$ cat config.mk
export PLATFORM = sky130hd
export DESIGN_NAME = pscc_ctrl
export DESIGN_NICKNAME = d
export VERILOG_FILES = /design/src/hdl/pscc_pkg.sv /design/src/hdl/pscc_ctrl.sv
export SDC_FILE = /design/constraint.sdc
export NUM_CORES = 1
export LEC_CHECK = 0
export ABC_AREA = 1
export BUFFER_PORTS_ARGS = -buffer_cell sky130_fd_sc_hd__buf_2
export CAP_MARGIN = 10
export CORE_AREA = 2 2 39 41
export DETAILED_ROUTE_END_ITERATION = 8
export DIE_AREA = 0 0 41 43
export GPL_ROUTABILITY_DRIVEN = 0
export PLACE_DENSITY_LB_ADDON = 0.1
export SYNTH_ARGS = -nofsm -noshare
export SYNTH_HDL_FRONTEND = slang
export SYNTH_SLANG_ARGS = --single-unit
$ cat constraint.sdc
create_clock -name clk -period 1.4 [get_ports clk]
set_input_delay 0.28 -clock clk [delete_from_list [all_inputs] [get_ports clk]]
set_output_delay 0.28 -clock clk [all_outputs]
set_load 0.02 [all_outputs]
$ cat src/hdl/pscc_pkg.sv
`default_nettype none

package pscc_pkg;

	localparam int MAX_LEN = 1024;
	localparam int ADDR_W  = $clog2(MAX_LEN);
	localparam int LEN_W   = $clog2(MAX_LEN + 1);
	localparam int CNT_W   = 30;
	localparam int CHAR_W  = 8;

	localparam logic [CNT_W-1:0] PAL_MOD = CNT_W'(1000000007);

	typedef enum logic [2:0] {
		S_COLLECT,
		S_START,
		S_INIT,
		S_CELL,
		S_DRAIN,
		S_DONE,
		S_EMPTY
	} state_t;

	typedef struct packed {
		logic store_char;
		logic clear_len;
		logic start_row;
		logic row_init;
		logic cell_step;
		logic next_row;
		logic load_result;
		logic load_empty;
	} cmd_t;

	typedef struct packed {
		logic no_cells;
		logic last_cell;
		logic first_row;
		logic out_free;
	} sts_t;

endpackage

`default_nettype wire

$ cat src/hdl/pscc_ctrl.sv
`default_nettype none

module pscc_ctrl (
	input  wire              clk,
	input  wire              arst_n,
	input  wire              s_tvalid,
	input  wire              s_tlast,
	input  wire              s_tuser,
	output logic             s_tready,
	input  pscc_pkg::sts_t   sts,
	output pscc_pkg::cmd_t   cmd
);
	import pscc_pkg::*;

	state_t state_q;
	state_t state_d;

	always_ff @(posedge clk or negedge arst_n) begin
		if (!arst_n) begin
			state_q <= S_COLLECT;
		end else begin
			state_q <= state_d;
		end
	end

	always_comb begin
		state_d = state_q;
		case (state_q)
			S_COLLECT: begin
				if (s_tvalid) begin
					if (s_tuser) begin
						state_d = S_EMPTY;
					end else if (s_tlast) begin
						state_d = S_START;
					end
				end
			end
			S_START: state_d = S_INIT;
			S_INIT: begin
				state_d = sts.no_cells ? S_DRAIN : S_CELL;
			end
			S_CELL: begin
				if (sts.last_cell) begin
					state_d = S_DRAIN;
				end
			end
			S_DRAIN: begin
				state_d = sts.first_row ? S_DONE : S_INIT;
			end
			S_DONE: begin
				if (sts.out_free) begin
					state_d = S_COLLECT;
				end
			end
			S_EMPTY: begin
				if (sts.out_free) begin
					state_d = S_COLLECT;
				end
			end
			default: state_d = S_COLLECT;
		endcase
	end

	always_comb begin
		s_tready = 1'b0;
		cmd      = '0;
		case (state_q)
			S_COLLECT: begin
				s_tready       = 1'b1;
				cmd.store_char = s_tvalid && !s_tuser;
				cmd.clear_len  = s_tvalid && s_tuser;
			end
			S_START: cmd.start_row = 1'b1;
			S_INIT:  cmd.row_init  = 1'b1;
			S_CELL:  cmd.cell_step = 1'b1;
			S_DRAIN: cmd.next_row  = !sts.first_row;
			S_DONE:  cmd.load_result = sts.out_free;
			S_EMPTY: cmd.load_empty  = sts.out_free;
			default: begin
				s_tready = 1'b0;
			end
		endcase
	end

endmodule

`default_nettype wire

* Word level (Yosys, flattened, before mapping)
Index checks and enable logic that the tools add are counted.
Storage, ports and cells: logic and storage cells 34, output and inout bits 9, register bits 3
Cells by class: equal/unequal tests 10, reduce and logical (&&, ||, !) cells 7, muxes and demuxes 16
Operator list (count):
- $mux 3 | 7
- $pmux 3 s6 | 1
- $eq 3x3->1 const B | 3
- $mux 1 | 7
- $eq 3x2->1 const B | 2
- $ne 2x2->1 const B | 2
- $reduce_and 4->1 | 1
- $eq 3x1->1 const B | 1
- $logic_not 3->1 | 1
- $ne 3x3->1 const B | 1
- $logic_and 1x1->1 | 2
- $logic_not 1->1 | 2
- $mux 2 | 1
- $ne 2x1->1 const B | 1
- $reduce_or 2->1 | 1

* Longest topological paths before layout
depth after elaboration 4, depth in mapped cells 8, mapped depth without buffers 7

* Worst setup path before layout
No wires, ideal clock.
path type register to output, start register state_q[2], end output port cmd[1] (netlist bit), stages on the path, launching flop included 3, data required time 1.120 ns, data arrival time 1.233 ns, path slack -0.113 ns, cells stage by stage dfrtp_1 inv_2 nor4_1
RTL lines:
- start, declared | RTL line pscc_ctrl.sv:15 | state_t state_q;
- start signal, assigned | RTL line pscc_ctrl.sv:22 | state_q <= state_d;
- end, declared | RTL line pscc_ctrl.sv:11 | output pscc_pkg::cmd_t cmd

==> results.cfg <==
[logic_synthesis]
syn_inst = 58
yosysSeqAreaShare = 0.221
synth_common_cells = nand2_1, inv_1, nand3_1, nor2_1
synth_cell_type_count = 16
synth_area_sq_um = 339
synth_flop_cell = dfrtp_1
yosysMostFrequentCell = nand2_1
syn_avg_cell_area_sq_um = 5.85
synth_edf_count = 0
synth-async-reset-ratio = 1.00
yosys_register_bits = 3
yosys.area.top_type = dfrtp_1
synth.top_cell.area_share = 0.221
yosysWarnings = 0
synth_area_leaders = dfrtp_1, nand2_1, inv_1, nand3_1, nor2_1
synth_fp_nets = 67

[worst_setup_path]
worst-path-buf-inv = 2
crit_top_cell = nand2_2
crit_path_start_kind = register
worstPathCellList = nor2_4 -> nand2_2 -> inv_2 -> nand2_2 -> nor2_2 -> buf_6
reg2regPathDepth = 8
cp.arrival_ns = 1.26
r2r_start = state_q[1]
path_delay_family = flip-flops
max_stage_delay_ns = 0.43
critical_path_required_ns = 1.12
crit_path_end_kind = output port
crit_slowest_cell = dfrtp_2
crit_fanout = 5
r2r_end = state_q[1]
critPathKind = register to output port
rrSetupSlack_ns = 0.08

[routing]
vias = 467
antenna_left = 0
drtPass1Iterations = 2
drt_iter0_drc = 2
drc = 0
via_per_inst = 4.28
wirelength_mm = 1.05
wire_per_inst_microns = 9.61

[hold_path]
holdPathStages = 4
hold_class = input pin to register
holdPathEnd = state_q[2]
min_from = sts[0]

[floorplan]
core_sq_um = 1380
fp-row-count = 14
dieArea_sq_um = 1760
io_pins = 18
start_util = 0.245
die_width_microns = 41
die_h_microns = 43

[clock_network]
cts_root_buffer = clkbuf_4
cts_sinks = 3
cts_buffers = 3
cts_buffer_depth = 2
clk_pin_slew_ns = 0.04
cts_tree = done
clkLatencyLatePin_ns = 0.24
cts-htree-levels = 1

[run_status]
status = finished with violations
violations = negative setup slack

[final_layout]
largest_reg_flops = 3
fin_util = 0.507
num_antenna_cells = 0
drive_gt1_frac = 0.581
nFillCells = 147
fin_nets = 103
syn2layout_area_growth_pct = 107
design_area_sq_um = 702
regArea_sq_um = 77.6
reg.largest.list = state_q (3)
regMostFlops = state_q
multi_input_area_sq_um = 260

[timing]
finalCritPeriodShare = 1.10
setup_viol = 8
fin_setup_tns_ns = -0.469
period_minus_slack_ns = 1.54
final-hold-violation-count = 0
max_clock_freq_mhz = 651
fin_skew_ns = 0.00396
worst_slew_pin_slew_ns = 0.175
layout_setup_ws_ns = -0.137
slew_violations = 0
rsz0062_at_grt = true
worst_slew_margin_rel = 0.883

[placed_design]
port_buffers = 17
place_area_sq_um = 472
dp_hpwl_microns = 711
place_ws_ns = 0.0663

[grt]
grt_pass1_vias = 423
overflow = 0
grt_usage = 0.134
grt_max_degree = 7
grt_pass1_wl_mm = 1.60
grt_antenna_before_repair = 0

[power]
ir_drop_uv = 904
total_leakage_power_nw = 0.397
powerDensity_nw_per_um2 = 2180

[run]
drv_cap = 0
==> metrics by stage <==
| step | hold WS, ns | power, W | cells |
|---|---|---|---|
| finish | 0.351 | 0.00153 | 109 |
| detailed placement | 0.0777 | 0.000904 | 94 |
| global route | 0.376 | 0.00164 | 109 |
| global placement | 0.0787 | 0.000913 | 94 |
| CTS | 0.355 | 0.00136 | 105 |
| floorplan | -0.0156 | 0.000692 | 58 |
==> layer usage <==
| layer | global-route usage | share of wire | up-vias |
|---|---|---|---|
| li1 | - | - | 248 |
| met1 | 0.168 | 0.43 | 206 |
| met2 | 0.206 | 0.52 | 11 |
| met3 | 0.0314 | 0.028 | 2 |
| met4 | 0.0600 | 0.017 | 0 |
| met5 | 0 | 0 | - |
==> cells in the final DEF, fill, tap and decap left out, drive strengths merged <==
cell and instances:
dlygate4sd3 1, nor3 1, dfrtp 3, nand3b 1, nand2 20, buf 31
o211ai 1, inv 12, nor4 1, nor2 9, clkbuf 4, a21oi 2
nand3 7
==> area by class of cell <==
cell class / instances / share of cell area
inverters: 12 / 0.0713
flip-flops and latches: 3 / 0.111
well taps: 16 / 0.0285
clock buffers: 4 / 0.0374
multi-input cells: 42 / 0.371
repair buffers: 32 / 0.381
==> tightest hold or removal path: stages <==
cell	delay, ns
buf_2	0.09
a21oi_1	0.04
nand2_2	0.08
nand2_1	0.05
==> repair_timing <==
action                                  in CTS  in global routing
endpoints found under the setup margin       9                  9
hold buffers                                 1                  0
buffers inserted                             6                  4
hold endpoints to repair                     3                  0
resized for setup                           23                 12
pin swaps                                    3                  7
==> cell families after synthesis <==
logic type,share of synthesized area
flip-flops,0.221
buffers and inverters,0.166
AO/OA/AOI/OAI,0.0517
AND/OR/NAND/NOR,0.561
==> how the worst max path moves through the flow <==
| stage | startpoint | end | slack [ns] | depth (start not counted) |
|---|---|---|---|---|
| after floorplan | state_q[1] | cmd[7] | 0.02 | 6 |
| after global placement | state_q[1] | cmd[7] | 0.09 | 6 |
| after detailed placement | state_q[1] | cmd[7] | 0.07 | 6 |
| after CTS | state_q[0] | cmd[7] | -0.11 | 6 |
| after global routing | state_q[1] | cmd[7] | -0.20 | 6 |
| final | state_q[1] | cmd[7] | -0.14 | 6 |
==> power by group <==
group          internal, W  total (W)  switching [W]
logic             0.000584    0.00119       0.000608
clock network     0.000107   0.000154      0.0000471
registers         0.000135   0.000183      0.0000487
total             0.000825    0.00153       0.000704
No activity file was read; power rests on OpenSTA's default activity.
